`config.mk`:
```
export PLATFORM = sky130hd
export DESIGN_NAME = lod_level_select_hysteresis
export DESIGN_NICKNAME = d
export VERILOG_FILES = /design/src/rtl/core/lodh_pkg.sv /design/src/rtl/core/lodh_isqrt.sv /design/src/rtl/core/lod_level_select_hysteresis.sv
export SDC_FILE = /design/constraint.sdc
export NUM_CORES = 1
export LEC_CHECK = 0
export BUFFER_PORTS_ARGS = -buffer_cell sky130_fd_sc_hd__buf_4
export CAP_MARGIN = 20
export CORE_ASPECT_RATIO = 2
export CORE_MARGIN = 3
export CORE_UTILIZATION = 40
export DETAILED_ROUTE_END_ITERATION = 6
export SLEW_MARGIN = 25
export SYNTH_ARGS = -nofsm -noshare
export SYNTH_HDL_FRONTEND = slang
export SYNTH_SLANG_ARGS = --single-unit
```
`constraint.sdc`:
```
create_clock -name clk -period 12.68 [get_ports clk]
set_input_delay 2.536 -clock clk [delete_from_list [all_inputs] [get_ports clk]]
set_output_delay 2.536 -clock clk [all_outputs]
set_load 0.05 [all_outputs]
```
`src/rtl/core/lodh_pkg.sv`:
```
// Shared types and constants for the detail-level selector.
package lodh_pkg;

  localparam int DSQ_W      = 48;
  localparam int DIST_W     = 24;
  localparam int LVL_W      = 3;
  localparam int CFG_IDX_W  = 3;
  localparam int NUM_RANGES = 5;
  localparam int ROOT_STEPS = 24;
  localparam int ROOT_CNT_W = $clog2(ROOT_STEPS);

  localparam logic [DSQ_W-1:0]  ROOT_BIT0 = 48'h4000_0000_0000;
  localparam logic [DIST_W-1:0] DIST_MAX  = 24'hFF_FFFF;

  localparam logic [CFG_IDX_W-1:0] CFG_LEVEL_COUNT = 3'd0;
  localparam logic [CFG_IDX_W-1:0] CFG_HYSTERESIS  = 3'd1;
  localparam logic [CFG_IDX_W-1:0] CFG_RANGE_FIRST = 3'd2;
  localparam logic [CFG_IDX_W-1:0] CFG_RANGE_LAST  = 3'd6;

  typedef enum logic [2:0] {
    ST_IDLE,
    ST_ROOT,
    ST_UP,
    ST_DOWN,
    ST_DONE
  } state_t;

  typedef struct packed {
    logic busy;
    logic done;
  } sq_stat_t;

endpackage

```
`src/rtl/core/lodh_isqrt.sv`:
```
// Bit-serial 48-bit floor square root, two radicand bits per cycle.
module lodh_isqrt (
  input  logic                       clk,
  input  logic                       rst_n,
  input  logic                       start,
  input  logic [lodh_pkg::DSQ_W-1:0] din,
  output logic [lodh_pkg::DIST_W-1:0] root,
  output lodh_pkg::sq_stat_t         stat
);

  logic [lodh_pkg::DSQ_W-1:0]      x_r, x_nxt;
  logic [lodh_pkg::DSQ_W-1:0]      res_r, res_nxt;
  logic [lodh_pkg::DSQ_W-1:0]      bit_r, bit_nxt;
  logic [lodh_pkg::ROOT_CNT_W-1:0] cnt_r, cnt_nxt;
  logic                            busy_r, busy_nxt;
  logic                            done_r, done_nxt;
  logic [lodh_pkg::DSQ_W-1:0]      trial;

  assign trial = res_r + bit_r;

  always_comb begin
    x_nxt    = x_r;
    res_nxt  = res_r;
    bit_nxt  = bit_r;
    cnt_nxt  = cnt_r;
    busy_nxt = busy_r;
    done_nxt = 1'b0;
    if (start) begin
      x_nxt    = din;
      res_nxt  = '0;
      bit_nxt  = lodh_pkg::ROOT_BIT0;
      cnt_nxt  = '0;
      busy_nxt = 1'b1;
    end else if (busy_r) begin
      if (x_r >= trial) begin
        x_nxt   = x_r - trial;
        res_nxt = (res_r >> 1) + bit_r;
      end else begin
        res_nxt = res_r >> 1;
      end
      bit_nxt = bit_r >> 2;
      cnt_nxt = cnt_r + 1'b1;
      if (cnt_r == lodh_pkg::ROOT_CNT_W'(lodh_pkg::ROOT_STEPS - 1)) begin
        busy_nxt = 1'b0;
        done_nxt = 1'b1;
      end
    end
  end

  always_ff @(posedge clk) begin
    if (!rst_n) begin
      busy_r <= 1'b0;
      done_r <= 1'b0;
      cnt_r  <= '0;
    end else begin
      busy_r <= busy_nxt;
      done_r <= done_nxt;
      cnt_r  <= cnt_nxt;
    end
  end

  always_ff @(posedge clk) begin
    x_r   <= x_nxt;
    res_r <= res_nxt;
    bit_r <= bit_nxt;
  end

  assign root      = res_r[lodh_pkg::DIST_W-1:0];
  assign stat.busy = busy_r;
  assign stat.done = done_r;

endmodule

```
`src/rtl/core/lod_level_select_hysteresis.sv`:
```
// Top level: detail-level selector with hysteresis around a serial square root.
//
//   channel  direction  beat contents
//   in       input      func, dist_squared
//   out      output     level, changed, has_levels
//   cfg      input      index, data (register write)
//
// Update beat: the accept cycle, the root state (24 root steps, then taking the
// result), then an up and a down step per pass (passes = level moves + 1, at most
// 4*MAX_LEVELS), then loading the output register. Force and no-level beats go from accept to the load.
// Synchronous active-low reset clears the state, the registers and the current level.
// in_ready is high only while idle; a result waiting on out_ready holds the block
// in its final cycle. cfg_ready is always high.
module lod_level_select_hysteresis #(
  parameter int MAX_LEVELS = 6
) (
  input  logic                           clk,
  input  logic                           rst_n,
  input  logic                           in_valid,
  output logic                           in_ready,
  input  logic                           in_func,
  input  logic [lodh_pkg::DSQ_W-1:0]     in_dist_squared,
  output logic                           out_valid,
  input  logic                           out_ready,
  output logic [lodh_pkg::LVL_W-1:0]     out_level,
  output logic                           out_changed,
  output logic                           out_has_levels,
  input  logic                           cfg_valid,
  output logic                           cfg_ready,
  input  logic [lodh_pkg::CFG_IDX_W-1:0] cfg_index,
  input  logic [lodh_pkg::DIST_W-1:0]    cfg_data
);

  localparam int IDX_W    = (MAX_LEVELS > 1) ? $clog2(MAX_LEVELS) : 1;
  localparam int SUM_W    = $clog2(MAX_LEVELS + 1);
  localparam int ITER_MAX = 4 * MAX_LEVELS;
  localparam int ITER_W   = $clog2(ITER_MAX + 1);

  lodh_pkg::state_t                 state_r, state_nxt;
  logic [lodh_pkg::LVL_W-1:0]       lc_r, lc_nxt;
  logic [lodh_pkg::DIST_W-1:0]      hyst_r, hyst_nxt;
  logic [lodh_pkg::DIST_W-1:0]      range_r [lodh_pkg::NUM_RANGES];
  logic [lodh_pkg::DIST_W-1:0]      range_nxt [lodh_pkg::NUM_RANGES];
  logic [lodh_pkg::DIST_W-1:0]      start_r [MAX_LEVELS];
  logic [lodh_pkg::DIST_W-1:0]      start_nxt [MAX_LEVELS];
  logic [lodh_pkg::DIST_W-1:0]      acc_r, acc_nxt;
  logic [SUM_W-1:0]                 sum_idx_r, sum_idx_nxt;
  logic [lodh_pkg::LVL_W-1:0]       cur_r, cur_nxt;
  logic [lodh_pkg::LVL_W-1:0]       curr_r, curr_nxt;
  logic                             chg_r, chg_nxt;
  logic                             has_r, has_nxt;
  logic                             moved_r, moved_nxt;
  logic [ITER_W-1:0]                iter_r, iter_nxt;
  logic [lodh_pkg::DIST_W-1:0]      dist_r, dist_nxt;
  logic                             ov_r, ov_nxt;
  logic [lodh_pkg::LVL_W-1:0]       ol_r, ol_nxt;
  logic                             oc_r, oc_nxt;
  logic                             oh_r, oh_nxt;

  logic [lodh_pkg::LVL_W-1:0]       n_lvl;
  logic [lodh_pkg::LVL_W-1:0]       n_last;
  logic [lodh_pkg::LVL_W-1:0]       lvl_up;
  logic [lodh_pkg::LVL_W-1:0]       rd_lvl;
  logic [IDX_W-1:0]                 rd_idx;
  logic [lodh_pkg::DIST_W-1:0]      rd_start;
  logic [lodh_pkg::DIST_W:0]        thr_up;
  logic [lodh_pkg::DIST_W:0]        acc_sum;
  logic [lodh_pkg::CFG_IDX_W-1:0]   rng_wr;
  logic [lodh_pkg::CFG_IDX_W-1:0]   rng_rd;
  logic                             sq_start;
  logic [lodh_pkg::DIST_W-1:0]      sq_root;
  lodh_pkg::sq_stat_t               sq_stat;

  lodh_isqrt u_isqrt (
    .clk   (clk),
    .rst_n (rst_n),
    .start (sq_start),
    .din   (in_dist_squared),
    .root  (sq_root),
    .stat  (sq_stat)
  );

  assign n_lvl  = (lc_r > lodh_pkg::LVL_W'(MAX_LEVELS)) ? lodh_pkg::LVL_W'(MAX_LEVELS) : lc_r;
  assign n_last = n_lvl - 1'b1;
  assign lvl_up = curr_r + 1'b1;
  assign rd_lvl = (state_r == lodh_pkg::ST_UP) ? lvl_up : curr_r;
  assign rd_idx = (rd_lvl < lodh_pkg::LVL_W'(MAX_LEVELS)) ? IDX_W'(rd_lvl) : '0;
  assign rd_start = start_r[rd_idx];
  assign thr_up = {1'b0, rd_start} + {1'b0, hyst_r};
  assign rng_wr = cfg_index - lodh_pkg::CFG_RANGE_FIRST;
  assign rng_rd = lodh_pkg::CFG_IDX_W'(sum_idx_r - 1'b1);
  assign acc_sum = {1'b0, acc_r} + {1'b0, range_r[rng_rd]};

  assign in_ready  = (state_r == lodh_pkg::ST_IDLE);
  assign cfg_ready = 1'b1;
  assign sq_start  = in_valid && in_ready && !in_func && (n_lvl != '0);

  always_comb begin
    lc_nxt   = lc_r;
    hyst_nxt = hyst_r;
    for (int i = 0; i < lodh_pkg::NUM_RANGES; i++) begin
      range_nxt[i] = range_r[i];
    end
    if (cfg_valid) begin
      case (cfg_index)
        lodh_pkg::CFG_LEVEL_COUNT: lc_nxt   = cfg_data[lodh_pkg::LVL_W-1:0];
        lodh_pkg::CFG_HYSTERESIS:  hyst_nxt = cfg_data;
        default: begin
          if (cfg_index inside {[lodh_pkg::CFG_RANGE_FIRST:lodh_pkg::CFG_RANGE_LAST]}) begin
            range_nxt[rng_wr] = cfg_data;
          end
        end
      endcase
    end
  end

  always_comb begin
    state_nxt   = state_r;
    cur_nxt     = cur_r;
    curr_nxt    = curr_r;
    chg_nxt     = chg_r;
    has_nxt     = has_r;
    moved_nxt   = moved_r;
    iter_nxt    = iter_r;
    dist_nxt    = dist_r;
    acc_nxt     = acc_r;
    sum_idx_nxt = sum_idx_r;
    for (int i = 0; i < MAX_LEVELS; i++) begin
      start_nxt[i] = start_r[i];
    end
    ov_nxt = ov_r;
    ol_nxt = ol_r;
    oc_nxt = oc_r;
    oh_nxt = oh_r;
    if (ov_r && out_ready) begin
      ov_nxt = 1'b0;
    end
    case (state_r)
      lodh_pkg::ST_IDLE: begin
        if (in_valid) begin
          has_nxt = (n_lvl != '0);
          if (in_func) begin
            chg_nxt   = (cur_r != '0);
            curr_nxt  = '0;
            cur_nxt   = '0;
            state_nxt = lodh_pkg::ST_DONE;
          end else if (n_lvl == '0) begin
            chg_nxt   = 1'b0;
            curr_nxt  = cur_r;
            state_nxt = lodh_pkg::ST_DONE;
          end else begin
            if (cur_r > n_last) begin
              cur_nxt  = n_last;
              curr_nxt = n_last;
            end else begin
              curr_nxt = cur_r;
            end
            start_nxt[0] = '0;
            acc_nxt      = '0;
            sum_idx_nxt  = SUM_W'(1);
            iter_nxt     = '0;
            state_nxt    = lodh_pkg::ST_ROOT;
          end
        end
      end
      lodh_pkg::ST_ROOT: begin
        if (sum_idx_r < SUM_W'(MAX_LEVELS)) begin
          acc_nxt = acc_sum[lodh_pkg::DIST_W] ? lodh_pkg::DIST_MAX
                                              : acc_sum[lodh_pkg::DIST_W-1:0];
          start_nxt[IDX_W'(sum_idx_r)] = acc_nxt;
          sum_idx_nxt = sum_idx_r + 1'b1;
        end
        if (sq_stat.done) begin
          dist_nxt  = sq_root;
          state_nxt = lodh_pkg::ST_UP;
        end
      end
      lodh_pkg::ST_UP: begin
        moved_nxt = 1'b0;
        if ((lvl_up < n_lvl) && ({1'b0, dist_r} >= thr_up)) begin
          curr_nxt  = lvl_up;
          moved_nxt = 1'b1;
        end
        state_nxt = lodh_pkg::ST_DOWN;
      end
      lodh_pkg::ST_DOWN: begin
        if ((curr_r != '0) && (dist_r < rd_start)) begin
          curr_nxt  = curr_r - 1'b1;
          moved_nxt = 1'b1;
        end
        iter_nxt = iter_r + 1'b1;
        if (!moved_nxt || (iter_r == ITER_W'(ITER_MAX - 1))) begin
          chg_nxt   = (curr_nxt != cur_r);
          cur_nxt   = curr_nxt;
          state_nxt = lodh_pkg::ST_DONE;
        end else begin
          state_nxt = lodh_pkg::ST_UP;
        end
      end
      lodh_pkg::ST_DONE: begin
        if (!ov_r || out_ready) begin
          ov_nxt    = 1'b1;
          ol_nxt    = curr_r;
          oc_nxt    = chg_r;
          oh_nxt    = has_r;
          state_nxt = lodh_pkg::ST_IDLE;
        end
      end
      default: state_nxt = lodh_pkg::ST_IDLE;
    endcase
  end

  always_ff @(posedge clk) begin
    if (!rst_n) begin
      state_r <= lodh_pkg::ST_IDLE;
      lc_r    <= '0;
      hyst_r  <= '0;
      for (int i = 0; i < lodh_pkg::NUM_RANGES; i++) begin
        range_r[i] <= '0;
      end
      cur_r   <= '0;
      ov_r    <= 1'b0;
      iter_r  <= '0;
      curr_r  <= '0;
    end else begin
      state_r <= state_nxt;
      lc_r    <= lc_nxt;
      hyst_r  <= hyst_nxt;
      for (int i = 0; i < lodh_pkg::NUM_RANGES; i++) begin
        range_r[i] <= range_nxt[i];
      end
      cur_r   <= cur_nxt;
      ov_r    <= ov_nxt;
      iter_r  <= iter_nxt;
      curr_r  <= curr_nxt;
    end
  end

  always_ff @(posedge clk) begin
    chg_r     <= chg_nxt;
    has_r     <= has_nxt;
    moved_r   <= moved_nxt;
    dist_r    <= dist_nxt;
    acc_r     <= acc_nxt;
    sum_idx_r <= sum_idx_nxt;
    for (int i = 0; i < MAX_LEVELS; i++) begin
      start_r[i] <= start_nxt[i];
    end
    ol_r <= ol_nxt;
    oc_r <= oc_nxt;
    oh_r <= oh_nxt;
  end

  assign out_valid      = ov_r;
  assign out_level      = ol_r;
  assign out_changed    = oc_r;
  assign out_has_levels = oh_r;

  a_idle_root_free: assert property (@(posedge clk) disable iff (!rst_n)
    in_ready |-> !sq_stat.busy)
    else $error("square-root unit busy while idle");

  a_root_running: assert property (@(posedge clk) disable iff (!rst_n)
    (state_r == lodh_pkg::ST_ROOT) |-> (sq_stat.busy || sq_stat.done))
    else $error("root state without a running square root");

  a_step_in_range: assert property (@(posedge clk) disable iff (!rst_n)
    ((state_r == lodh_pkg::ST_UP) || (state_r == lodh_pkg::ST_DOWN)) |-> (curr_r < n_lvl))
    else $error("stepping level outside levels in use");

  a_cur_bound: assert property (@(posedge clk) disable iff (!rst_n)
    cur_r < lodh_pkg::LVL_W'(MAX_LEVELS))
    else $error("stored level beyond level limit");

  a_iter_bound: assert property (@(posedge clk) disable iff (!rst_n)
    iter_r < ITER_W'(ITER_MAX))
    else $error("step pass count overran");

endmodule
```
==> impl_metrics.py <==
metrics = {
    "clocking": {
        "clkTransAtPathRegs_ns": 0.07,
        "cts_tree": "built",
        "numCtsBuffers": 49,
        "postCtsSetupBuffers": 0,
        "clock_sinks": 492,
        "cts_root_buffer": "clkbuf_16",
        "post_cts_resized": 0,
        "clk_path_buf_depth": 3,
        "clkLatencyLatePin_ns": 0.64,
        "h-tree-depth": 2,
        "ctsHoldBuffers": 0,
    },
    "sta": {
        "tightest_slew_ns": 1.07,
        "rsz0062_at_grt": "no",
        "worst_hold_slack_ns": 0.427,
        "finalMaxSlewViolations": 0,
        "fin_crit_ns": 9.35,
        "setup_viol": 0,
        "max-slew-margin-rel_pct": 28.0,
        "fin_tns_setup_ns": 0,
        "hold_viol": 0,
        "finClkSkew_ns": 0.0453,
        "fmax_ghz": 0.107,
        "fin_crit_sh_pct": 73.8,
        "setup_slack_ns": 3.33,
    },
    "synth": {
        "synth_area_leaders": "edfxtp_1, dfxtp_1, ha_1",
        "synth_common_cells": "nand2_1, a21oi_1, edfxtp_1",
        "synth_edf_count": 251,
        "netlist_area_mm2": 0.0292,
        "ys_seq_area_share_pct": 42.3,
        "synth_top_area_share_pct": 25.8,
        "synth_largest_area_cell": "edfxtp_1",
        "ys_seq_elements": 492,
        "syn_nets": 3395,
        "synth.avg_cell_area_um2": 9.41,
        "synth_cells": 3104,
        "synth_ff_type": "edfxtp_1",
        "async_reset_ff_share_pct": 0,
        "ys.warnings.count": 0,
        "synthDistinctLibCells": 85,
        "synth.most_common_cell": "nand2_1",
    },
    "finish": {
        "layout-drive-gt1-share_pct": 10.4,
        "diodes": 0,
        "final_util_pct": 45.2,
        "nFillCells": 7045,
        "nets": 3421,
        "syn_to_final_growth_pct": 11.5,
    },
    "run": {
        "drv_cap": 0,
    },
    "place": {
        "place.gp.congestion": 0.922,
        "preCtsSetupSlack_ns": 3.40,
        "place_hpwl_mm": 66.8,
        "port_buffers": 87,
    },
    "floorplanning": {
        "rows": 139,
        "dieArea_mm2": 0.0765,
        "start_util_pct": 40.6,
        "dieWidth_um": 197,
        "coreArea_mm2": 0.0720,
        "die_h_um": 388,
        "pin_count": 89,
    },
    "critical_path": {
        "cp-end-kind": "flip-flop",
        "cp.arrival_ns": 9.88,
        "crit_top_cell": "a21o_1",
        "cp_max_fo": 28,
        "path_class": "reg2reg",
        "startpoint_type": "flip-flop",
        "crit_path_top_delay_cell": "xnor2_4",
        "critPathRequiredTime_ns": 13.21,
        "critPathMaxStageDelay_ns": 0.73,
        "reg2reg_slack_ns": 3.33,
    },
    "global_route": {
        "grt_max_degree": 96,
        "antenna_found_initial": 1,
        "grt_usage_pct": 23.3,
        "grt_pass1_wl_mm": 138,
        "grt-ovfl-total": 0,
        "grt_pass1_vias": 23800,
    },
    "route": {
        "num_vias": 23500,
        "route.met3.wl_mm": 3.05,
        "drt-pass1-iter-count": 5,
        "post_drt_wl_per_cell_um": 22.0,
        "wl_met2_mm": 49.0,
        "routed_wl_mm": 90.1,
        "first_iter_violations": 1419,
        "drtAntennaViolNets": 0,
        "vias_per_cell": 5.74,
        "top_layer_used": "met4",
        "drc_errors": 0,
        "wl_met1_mm": 30.8,
    },
    "hold_path": {
        "min_path_type": "reg2reg",
    },
    "power_and_ir_drop": {
        "power.density_mw_per_mm2": 223,
        "ir_drop_v": 0.000199,
        "power_leakage_nw": 12.5,
    },
    "run_status": {
        "status": "finished clean",
    },
}
## path summary, 6_finish.rpt
| path | depth (start not counted) | start | end |
|---|---|---|---|
| hold reg to reg | 0 | chg_r | out_changed |
| setup / recovery | 30 | state_r[0] | curr_r[2] |
| hold / removal | 0 | chg_r | out_changed |
| setup reg to reg | 30 | state_r[0] | curr_r[2] |
## routing by layer
metal	up-vias	GRT usage, %
met3	226	2.64
met4	0	15.7
li1	11400	-
met2	537	45.3
met5	-	0
met1	11300	22.6
## registers in the layout, summed over array words and instances, names as in the netlist, 3 cells and up
register,count
iter_r,5
sum_idx_r,3
u_isqrt.res_r,48
u_isqrt.x_r,48
acc_r,24
dist_r,24
u_isqrt.bit_r,24
lc_r,3
hyst_r,24
u_isqrt.cnt_r,5
range_r,120
state_r,3
curr_r,3
cur_r,3
start_r,144
out_level,3
## cell usage in the layout (no fill, tap or decap), types with 7 or more instances in the layout
cell | Yosys | routed
a31o_2 | 9 | 9
mux4_2 | 45 | 45
and4_1 | 10 | 10
inv_1 | 85 | 85
a31oi_1 | 70 | 70
clkbuf_16 | 0 | 49
nor2_1 | 203 | 202
edfxtp_1 | 251 | 251
xor2_1 | 75 | 75
nand3_1 | 33 | 33
mux2_2 | 26 | 26
nor3b_1 | 9 | 8
nor3_1 | 56 | 51
a21o_1 | 98 | 98
or3_1 | 15 | 15
a211oi_1 | 17 | 17
o21ai_0 | 176 | 176
a211o_1 | 8 | 8
mux2i_1 | 65 | 65
nand4_1 | 31 | 31
a21boi_0 | 11 | 11
buf_4 | 4 | 124
nor2b_1 | 34 | 34
o21a_1 | 27 | 27
a2111oi_0 | 8 | 7
ha_1 | 207 | 207
o21bai_1 | 31 | 31
and3_1 | 25 | 25
nand2_1 | 488 | 485
dfxtp_1 | 241 | 240
a21oi_1 | 345 | 344
bufinv_16 | 0 | 9
o31ai_1 | 21 | 21
o211ai_1 | 12 | 12
and2_1 | 14 | 14
xnor2_1 | 90 | 89
nand2b_1 | 21 | 21
## cells by family (layout without fill, tap and decap cells)
| logic type | after synthesis | count (layout) | share of synthesized area (%) |
|---|---|---|---|
| and+or+nand+nor | 963 | 963 | 14.6 |
| adders and majority gates | 210 | 210 | 9.07 |
| DFF | 492 | 492 | 42.3 |
| buffers and inverters | 236 | 303 | 3.25 |
| other | 1 | 1 | 0.0128 |
| AOI/OAI and AO/OA | 900 | 900 | 19.0 |
| xor gates and xnor gates | 166 | 166 | 5.04 |
| muxes | 136 | 136 | 6.70 |
## worst max-delay path, delay by kind of cell, from the launching register on
kind                       cells  cell delay (ns)
buffers and inverters          2             0.65
adders and majority gates      2             0.72
xor gates and xnor gates       2             0.88
DFF                            1             0.71
and+or+nand+nor                5             1.41
muxes                          1             0.20
AOI/OAI and AO/OA             18             4.66
## cell type report
class / instances / area, um^2 / share of cell area (%)
repair buffers: 124 / 931 / 2.86
inverters: 87 / 329 / 1.01
clock buffers: 61 / 1330 / 4.09
clock inverters: 31 / 462 / 1.42
multi-input cells: 2376 / 16000 / 49.1
well taps: 916 / 1150 / 3.52
flip-flops and latches: 492 / 12400 / 38.0
## stage by stage
stage	cell area, um^2	power (mW)	std cells
after CTS	32600	7.30	4087
after global routing	32600	7.79	4087
after detailed placement	30800	5.63	3995
after floorplan	29200	4.83	3104
after global placement	30800	5.60	3995
final	32600	7.26	4087
## report_power, final
group | leakage (nW) | internal [mW] | switching [mW]
combinational | 7.41 | 1.44 | 2.00
clock | 0.872 | 0.943 | 0.687
sequential | 4.22 | 1.95 | 0.235
Power figures use the tool's default switching activity.
